--- src/wbps_pkg.sv ---
// Shared types and constants of the wildcard byte pattern scanner.
package wbps_pkg;

   localparam int SIG_BYTES   = 16;
   localparam int SIG_IDX_W   = 4;
   localparam int ADDR_W      = 48;
   localparam int CSR_DATA_W  = 64;
   localparam int CSR_INDEX_W = 3;
   localparam int LEN_W       = 5;
   localparam int MASK_W      = 16;

   typedef enum logic [CSR_INDEX_W-1:0] {
      CSR_PAT_LO = 3'd0,
      CSR_PAT_HI = 3'd1,
      CSR_WILD   = 3'd2,
      CSR_LEN    = 3'd3,
      CSR_BASE   = 3'd4
   } csr_index_type;

   typedef struct packed {
      logic       active;
      logic       wild;
      logic [7:0] expect_byte;
   } cell_cfg_type;

   typedef struct packed {
      logic              match_found;
      logic [ADDR_W-1:0] match_address;
      logic              scan_done;
   } rsp_item_type;

endpackage

--- src/wbps_cell.sv ---
// One window position: holds a byte, passes it on, compares the incoming byte.
module wbps_cell (
   input  logic                  clock,
   input  logic                  reset,
   input  logic                  shift,
   input  logic                  clear,
   input  logic [7:0]            byte_in,
   input  wbps_pkg::cell_cfg_type cfg,
   output logic [7:0]            byte_out,
   output logic                  hit
);
   import wbps_pkg::*;

   logic [7:0] byte_ff;
   logic [7:0] byte_in_next;

   // The incoming byte is what this position holds once the item is taken.
   assign hit = !cfg.active || cfg.wild || (byte_in == cfg.expect_byte);

   always_comb begin
      byte_in_next = byte_ff;
      if (clear) begin
         byte_in_next = 8'd0;
      end else if (shift) begin
         byte_in_next = byte_in;
      end
   end

   always_ff @(posedge clock) begin
      if (reset) begin
         byte_ff <= 8'd0;
      end else begin
         byte_ff <= byte_in_next;
      end
   end

   assign byte_out = byte_ff;

endmodule

--- src/wbps_rsp_buf.sv ---
// Two-entry result buffer: output register plus skid entry.
module wbps_rsp_buf (
   input  logic                  clock,
   input  logic                  reset,
   input  logic                  push,
   input  wbps_pkg::rsp_item_type push_item,
   output logic                  full,
   output logic                  rsp_valid,
   input  logic                  rsp_stall,
   output wbps_pkg::rsp_item_type rsp_item
);
   import wbps_pkg::*;

   logic         out_valid_ff, out_valid_in;
   logic         skid_valid_ff, skid_valid_in;
   rsp_item_type out_item_ff, out_item_in;
   rsp_item_type skid_item_ff, skid_item_in;
   logic         out_pop;

   assign out_pop = out_valid_ff && !rsp_stall;

   always_comb begin
      out_valid_in  = out_valid_ff;
      skid_valid_in = skid_valid_ff;
      out_item_in   = out_item_ff;
      skid_item_in  = skid_item_ff;
      if (skid_valid_ff) begin
         // input is stalled; drain the skid entry into the output
         if (out_pop) begin
            out_item_in   = skid_item_ff;
            skid_valid_in = 1'b0;
         end
      end else if (push) begin
         if (!out_valid_ff || out_pop) begin
            out_valid_in = 1'b1;
            out_item_in  = push_item;
         end else begin
            skid_valid_in = 1'b1;
            skid_item_in  = push_item;
         end
      end else if (out_pop) begin
         out_valid_in = 1'b0;
      end
   end

   always_ff @(posedge clock) begin
      if (reset) begin
         out_valid_ff  <= 1'b0;
         skid_valid_ff <= 1'b0;
      end else begin
         out_valid_ff  <= out_valid_in;
         skid_valid_ff <= skid_valid_in;
      end
   end

   always_ff @(posedge clock) begin
      out_item_ff  <= out_item_in;
      skid_item_ff <= skid_item_in;
   end

   assign full      = skid_valid_ff;
   assign rsp_valid = out_valid_ff;
   assign rsp_item  = out_item_ff;

endmodule

--- src/wildcard_byte_pattern_scanner.sv ---
// Top level of the wildcard byte pattern scanner.
//
// Bytes of a memory image enter on the req_ channel (req_data_byte, with
// req_last_byte on the final byte). Each byte shifts into a row of
// MAX_PATTERN window cells; every cell compares the byte it takes against
// its signature byte, so a whole window compare happens in the cycle the
// byte is accepted. One item is taken per cycle, back to back, while req_stall is low.
// A result is registered into the output buffer when its item is accepted
// and the window matches or the byte is the final one; other bytes give
// no result. match_address is base_address plus the match start offset.
// Results go through a two-entry buffer; req_stall rises only when both
// entries hold results and the receiver stalls, and falls as soon as the
// output drains one.
// Registers are written on the csr_ port (csr_ready stays high); the user must
// write them only while no item is in flight; the block does not enforce it.
// Reset (synchronous) clears the window, the byte counter and the buffer and
// returns all registers to their reset values; req_stall is low out of reset.
module wildcard_byte_pattern_scanner #(
   parameter int MAX_PATTERN  = 16,
   parameter int OFFSET_WIDTH = 32
) (
   input  logic                                clock,
   input  logic                                reset,
   input  logic                                req_valid,
   output logic                                req_stall,
   input  logic [7:0]                          req_data_byte,
   input  logic                                req_last_byte,
   output logic                                rsp_valid,
   input  logic                                rsp_stall,
   output logic                                rsp_match_found,
   output logic [wbps_pkg::ADDR_W-1:0]         rsp_match_address,
   output logic                                rsp_scan_done,
   input  logic                                csr_valid,
   output logic                                csr_ready,
   input  logic [wbps_pkg::CSR_INDEX_W-1:0]    csr_index,
   input  logic [wbps_pkg::CSR_DATA_W-1:0]     csr_data
);
   import wbps_pkg::*;

   localparam int LEN_CAP = (MAX_PATTERN < SIG_BYTES) ? MAX_PATTERN : SIG_BYTES;

   // configuration registers
   logic [CSR_DATA_W-1:0] pat_lo_ff;
   logic [CSR_DATA_W-1:0] pat_hi_ff;
   logic [MASK_W-1:0]     wild_ff;
   logic [LEN_W-1:0]      len_ff;
   logic [ADDR_W-1:0]     base_ff;

   logic [OFFSET_WIDTH-1:0] count_ff, count_in;
   logic [OFFSET_WIDTH-1:0] count_step;
   logic [OFFSET_WIDTH-1:0] offset;
   logic [LEN_W-1:0]        len_eff;
   logic [SIG_BYTES-1:0][7:0] sig_bytes;

   logic                accept;
   logic                clear;
   logic                window_hit;
   logic                hit;
   logic                emit;
   logic                buf_full;
   rsp_item_type        new_item;
   rsp_item_type        out_item;

   cell_cfg_type        cell_cfg [MAX_PATTERN];
   logic [7:0]          chain    [MAX_PATTERN];
   logic [MAX_PATTERN-1:0] cell_hit;

   assign csr_ready = 1'b1;

   always_ff @(posedge clock) begin
      if (reset) begin
         pat_lo_ff <= '0;
         pat_hi_ff <= '0;
         wild_ff   <= '0;
         len_ff    <= LEN_W'(1);
         base_ff   <= '0;
      end else if (csr_valid && csr_ready) begin
         unique case (csr_index)
            CSR_PAT_LO: pat_lo_ff <= csr_data;
            CSR_PAT_HI: pat_hi_ff <= csr_data;
            CSR_WILD:   wild_ff   <= csr_data[MASK_W-1:0];
            CSR_LEN:    len_ff    <= csr_data[LEN_W-1:0];
            CSR_BASE:   base_ff   <= csr_data[ADDR_W-1:0];
            default: ;  // drop writes to unknown registers
         endcase
      end
   end

   always_comb begin
      len_eff = len_ff;
      if (len_ff == '0) begin
         len_eff = LEN_W'(1);
      end else if (len_ff > LEN_W'(LEN_CAP)) begin
         len_eff = LEN_W'(LEN_CAP);
      end
   end

   assign sig_bytes = {pat_hi_ff, pat_lo_ff};

   assign accept = req_valid && !req_stall;
   assign clear  = accept && req_last_byte;
   assign chain[0] = req_data_byte;

   // Cell i compares the byte of age i (age 0 is the incoming one) with signature byte len-1-i.
   for (genvar gi = 0; gi < MAX_PATTERN; gi++) begin : g_cell
      if (gi < LEN_CAP) begin : g_cfg
         logic [LEN_W-1:0] pos;
         assign pos = len_eff - LEN_W'(gi + 1);
         assign cell_cfg[gi].active      = LEN_W'(gi) < len_eff;
         assign cell_cfg[gi].wild        = wild_ff[pos[SIG_IDX_W-1:0]];
         assign cell_cfg[gi].expect_byte = sig_bytes[pos[SIG_IDX_W-1:0]];
      end else begin : g_idle
         assign cell_cfg[gi] = '0;
      end

      if (gi < MAX_PATTERN - 1) begin : g_mid
         wbps_cell u_cell (
            .clock    (clock),
            .reset    (reset),
            .shift    (accept),
            .clear    (clear),
            .byte_in  (chain[gi]),
            .cfg      (cell_cfg[gi]),
            .byte_out (chain[gi+1]),
            .hit      (cell_hit[gi])
         );
      end else begin : g_end
         wbps_cell u_cell (
            .clock    (clock),
            .reset    (reset),
            .shift    (accept),
            .clear    (clear),
            .byte_in  (chain[gi]),
            .cfg      (cell_cfg[gi]),
            .byte_out (),
            .hit      (cell_hit[gi])
         );
      end
   end

   // saturating byte count, including the byte being accepted
   assign count_step = (&count_ff) ? count_ff : count_ff + OFFSET_WIDTH'(1);
   assign offset     = count_step - OFFSET_WIDTH'(len_eff);
   assign window_hit = &cell_hit;
   assign hit        = window_hit && (count_step >= OFFSET_WIDTH'(len_eff));
   assign emit       = accept && (hit || req_last_byte);

   always_comb begin
      count_in = count_ff;
      if (clear) begin
         count_in = '0;
      end else if (accept) begin
         count_in = count_step;
      end
   end

   always_ff @(posedge clock) begin
      if (reset) begin
         count_ff <= '0;
      end else begin
         count_ff <= count_in;
      end
   end

   always_comb begin
      new_item.match_found   = hit;
      new_item.match_address = hit ? base_ff + ADDR_W'(offset) : '0;
      new_item.scan_done     = req_last_byte;
   end

   wbps_rsp_buf u_rsp_buf (
      .clock     (clock),
      .reset     (reset),
      .push      (emit),
      .push_item (new_item),
      .full      (buf_full),
      .rsp_valid (rsp_valid),
      .rsp_stall (rsp_stall),
      .rsp_item  (out_item)
   );

   assign req_stall         = buf_full;
   assign rsp_match_found   = out_item.match_found;
   assign rsp_match_address = out_item.match_address;
   assign rsp_scan_done     = out_item.scan_done;

endmodule

--- config.mk ---
export PLATFORM = sky130hd
export DESIGN_NAME = wildcard_byte_pattern_scanner
export DESIGN_NICKNAME = d
export VERILOG_FILES = /design/src/wbps_pkg.sv /design/src/wbps_cell.sv /design/src/wbps_rsp_buf.sv /design/src/wildcard_byte_pattern_scanner.sv
export SDC_FILE = /design/constraint.sdc
export NUM_CORES = 2
export LEC_CHECK = 0
export BUFFER_PORTS_ARGS = -buffer_cell sky130_fd_sc_hd__clkbuf_2
export CAP_MARGIN = 20
export CORE_MARGIN = 1.5
export CORE_UTILIZATION = 66
export CTS_CLUSTER_DIAMETER = 60
export DETAILED_ROUTE_END_ITERATION = 8
export GPL_TIMING_DRIVEN = 0
export MAX_ROUTING_LAYER = met4
export PLACE_DENSITY_LB_ADDON = 0.3
export SYNTH_ARGS = -nofsm -noshare
export SYNTH_HDL_FRONTEND = slang
export SYNTH_HIERARCHICAL = 1
export SYNTH_SLANG_ARGS = --single-unit
--- constraint.sdc ---
create_clock -name clock -period 17.7 [get_ports clock]
set_input_delay 0.885 -clock clock [delete_from_list [all_inputs] [get_ports clock]]
set_output_delay 0.885 -clock clock [all_outputs]
set_load 0.05 [all_outputs]
# Word level (Yosys, flattened, before mapping)
# Cells that the tools add are included.
# totals
output_inout_bits	53
regBits	451
# op_classes
n_bitwise	2
add_sub_neg	19
magnitude_cmp	34
reduce_logical	74
mux	79
eq_ne	22
# op_table
operator	count
8-bit binary-select mux with 4-bit select	16
50-bit 2-to-1 mux	4
8-bit equality test	16
8-bit 2-to-1 mux	16
4-bit by 5-bit less-than comparator with 1-bit output, second input constant	16
1-bit binary-select mux with 4-bit select	16
48-bit by 32-bit adder with 48-bit output	1
48-bit 2-to-1 mux	1
4-bit by 5-bit less-than comparator with 1-bit output, first input constant	8
1-bit logical OR	34
32-bit by 1-bit adder with 32-bit output, second input constant	1
32-bit by 5-bit >= comparator with 1-bit output	1
32-bit 2-to-1 mux	1
32-bit AND reduction	1
32-bit by 5-bit subtractor with 32-bit output	1
4-bit subtractor, second input constant	8
1-bit 2-to-1 mux	23
3-bit by 5-bit less-than comparator with 1-bit output, first input constant	4
1-bit zero test	19
16-bit AND reduction	1
4-bit by 3-bit subtractor with 4-bit output, second input constant	4
1-bit by 5-bit less-than comparator with 1-bit output, first input constant	2
2-bit by 5-bit less-than comparator with 1-bit output, first input constant	2
5-bit 2-to-1 mux	2
other kinds (16)	32

# Longest topological paths before layout
# depth
depth_word	14
ltp_mapped	32

# Cells and area by module
# Netlist, hierarchy kept.
# by_module_without_submodules
module	seq_area_each_um2	cells_per_inst	area_each_um2	instances
wildcard_byte_pattern_scanner	4584.4	2657	19110.8	1
wbps_cell	160.2	39	389.1	16
wbps_rsp_buf	3042.9	168	3945.0	1

# Worst setup path before layout
# No wires, ideal clock.
# synth_path
path_type	register to register
startpoint	reg len_ff[2]
endpoint	reg u_rsp_buf.out_item_ff, in the netlist u_rsp_buf/rsp_item[0], enable pin
arrival_ps	7557
stages_incl_launch_ff	22
required_time_ps	17229
path_buffers	6
slack_ps	9671
period_less_slack_ps	8029
path_cell_list	dfxtp_1 -> clkbuf_1 -> nor2b_1 -> clkbuf_1 -> buf_1 -> buf_1 -> ha_1 -> nand2_1 -> xor2_1 -> nor2_1 -> clkbuf_1 -> mux2i_1 -> xnor2_1 -> nand4_1 -> o21ai_1 -> nand4_1 -> nor4_1 -> o41ai_4 -> buf_6 -> a21oi_1 -> nand2b_1 -> a21boi_1
# synth_rtl
element	line_no	text
start, declared	wildcard_byte_pattern_scanner.sv:46	logic [LEN_W-1:0] len_ff;
start signal, assigned	wildcard_byte_pattern_scanner.sv:82	CSR_LEN: len_ff <= csr_data[LEN_W-1:0];
end signal, assigned	wbps_rsp_buf.sv:57	out_item_ff <= out_item_in;
end, declared	wbps_rsp_buf.sv:16	rsp_item_type out_item_ff, out_item_in;

==> metrics.md <==
| Metric | Value |
|---|---|
| Status | complete, no violations |
| Hold Path Sink | base_ff[22] |
| Starting Density | 0.671 |
| Worst skew pair latency | 0.64 ns |
| Synthesis Warnings | 6 |
| # port buffers | 132 |
| Post-CTS setup buffer count | 0 |
| IO Count | 134 |
| PwrDens | 79.6 nW/um2 |
| Worst Hold Class | flip-flop to flip-flop |
| Layout cell share with drive strength beyond 1 | 0.0914 |
| Critical Path Sink Type | flip-flop |
| Setup CP Type | flip-flop to flip-flop |
| Hold path cells | 2 |
| Htree depth | 2 |
| WL/cell | 26.5 um |
| Grt met1 use | 0.580 |
| Post-cts sizing count | 0 |
| Max_cap viols | 0 |
| Critical path startpoint category | flip-flop |
| Final HPWL DP | 86800 um |
| Gate Count Post-Synth | 3422 |
| Row count | 76 |
| RSZ-0062 raised after global routing | false |
| Drt pass-1 iters | 8 |
| Global-route wire length before repair | 163000 um |
| Vias/cell | 6.61 |
| Synth Net Count | 3552 |
| Clk buf depth | 3 |
| Final Net Count | 3741 |
| Fin crit share | 0.535 |
| Worst-margin pin slew | 1.32 ns |
| Max_slew headroom | 0.114 |
| Worst path max stage delay | 1.14 ns |
| Max IR drop VDD | 0.0914 mV |
| TNS Setup | 0 ns |
| Final Hold Viols | 0 |
| Final setup vio count | 0 |
| TritonCTS clock tree | yes |
| Syn Area/Cell | 8.47 um2 |
| Slowest CP cell | nor4_1 |
| Die Width | 213 um |
| Routed via count | 28000 |
| CP required | 18.03 ns |
| Grt met3 use | 0.100 |
| Final-report max-slew violation count | 0 |
| Worst R2R Path Depth | 22 |
| Crit Path Max Fanout | 32 |
| Reg clk slew, reported paths | 0.06 ns |
| Crit-path cells | clkinv_1, nand2_1, clkbuf_1, clkbuf_1, clkbuf_1, ha_1, buf_1, buf_1, mux2i_1, mux2i_1, mux2i_1, xnor2_1, nand4_1, o21ai_1, nand4_1, nor4_1, o41ai_4, buf_6, a21oi_1, nand2b_1, a21boi_4, buf_12 |
| Total Routed Length | 112000 um |
| Post-route minimum period | 9.46 ns |
| CTS Buf Count | 47 |
| GR Overflow Total | 0 |
| Leak | 13.1 nW |
| Largest net degree at the start of global routing | 38 |
| Clock Skew | 0.0390 ns |
| Vias in the first global route | 26700 |
| Fin util | 0.745 |
| Hold path start | base_ff[22] |
| Area of the die | 45200 um2 |
| Post-DRT Antenna Nets | 0 |
| Sink Count | 451 |
| Total GRT Usage | 0.501 |
| Clock root buffer | clkbuf_16 |
| FF-to-FF setup slack | 8.24 ns |
| Grt met2 use | 0.762 |
| # hold bufs at CTS | 0 |
| Core area | 43200 um2 |
| Post-synthesis cell area | 29000 um2 |
| DIE HEIGHT | 213 um |
| Worst R2R Start | len_ff[4] |
| Fmax | 106 MHz |
| Reg2Reg Capture Point | u_rsp_buf/rsp_item[35] |
| Top Usage Layer GRT | met2 |
| Initial detailed-routing violation count | 3739 |
| DRC viols | 0 |
| Gpl congestion | 1.25 |
| Worst EP arrival | 9.80 ns |
| Initial antenna violation count | 1 |
| P&R area growth vs syn | 10.9% |
[where the power goes]
group | total (mW) | switching (mW) | internal [mW]
registers | 1.09 | 0.0202 | 1.07
logic | 0.421 | 0.280 | 0.142
clock network | 1.05 | 0.453 | 0.594
[layout by cell type (no fill, tap or decap), drive strengths merged, types with 5 or more instances in the layout]
cell type and instances:
nor3 36, dfxtp 351, mux2 50, and3 87, nand2b 8, ha 47, o21ai 49, or2 20
buf 81, o21a 9, nand3 39, a21boi 5, xor2 52, mux2i 559, nor2b 28, nand4 58
or3 14, nand2 760, nor2 244, a21oi 253, o21bai 9, o31a 5, xnor2 192, inv 35
clkbuf 360, nor4 12, a211oi 10, a21o 11, and4 10, a31oi 82, and2 8, edfxtp 100
clkinv 14
[flip-flops by register name, summed over array words and instances (netlist names)]
register and cells:
pat_lo_ff 64, u_rsp_buf/full 1, u_rsp_buf/rsp_valid 1, pat_hi_ff 64, wild_ff 16, g_cell.g_mid.u_cell/byte_out 120, count_ff 32, base_ff 48
u_rsp_buf/rsp_item 50, len_ff 5, u_rsp_buf/skid_item_ff 50
[routing by layer]
metal | vias up | routed length [um]
li1 | 12200 | -
met1 | 13100 | 40300
met2 | 2032 | 48800
met3 | 546 | 12600
met4 | 0 | 10500
met5 | - | 0
[worst max-delay path, delay by kind of cell, from the launching register on]
family / cells / cell delay [ns]
XOR/XNOR: 1 / 0.16
flip-flops: 1 / 0.39
multiplexers: 3 / 1.02
AO/OA/AOI/OAI: 4 / 1.55
adder cells (fa/ha/maj): 1 / 0.22
buffers and inverters: 8 / 3.71
AND/OR/NAND/NOR: 5 / 2.04
[worst max path at each step]
| stage | start | end | slack, ns | depth (start not counted) |
|---|---|---|---|---|
| 4_1_cts | len_ff[2] | u_rsp_buf/rsp_item[35] | 8.70 | 24 |
| 5_1_grt | len_ff[2] | u_rsp_buf/rsp_item[47] | 7.99 | 32 |
| 6_report | len_ff[4] | u_rsp_buf/rsp_item[35] | 8.24 | 22 |
| 3_5_place_dp | len_ff[2] | u_rsp_buf/rsp_item[39] | 8.75 | 24 |
| 2_1_floorplan | len_ff[2] | u_rsp_buf/rsp_item[0] | 9.67 | 21 |
| 3_3_place_gp | len_ff[2] | u_rsp_buf/rsp_item[39] | 6.64 | 23 |
[metrics by stage]
step | area [um2] | instances | power (mW) | setup WS [ns] | hold WS (ns)
finish | 32100 | 4231 | 2.56 | 8.24 | 0.463
global route | 32100 | 4231 | 2.61 | 7.99 | 0.479
CTS | 32100 | 4225 | 2.53 | 8.70 | 0.464
detailed placement | 30400 | 4142 | 1.51 | 8.75 | 0.453
global placement | 30400 | 4139 | 1.49 | 6.64 | 0.452
floorplan | 29000 | 3422 | 1.38 | 9.67 | 0.441
[cell type report]
class                           count  area, um2
Inverter                           36        135
Antenna cell                        1       2.50
Clock buffer                       69       1460
Multi-Input combinational cell   2703      17700
Buffer                            232       1180
Fill cell                        3112      11000
Sequential cell                   451      10000
Timing Repair Buffer              140        743
Tap cell                          585        732
Clock inverter                     14        204
Note: power is estimated with default switching activity, not from simulation.
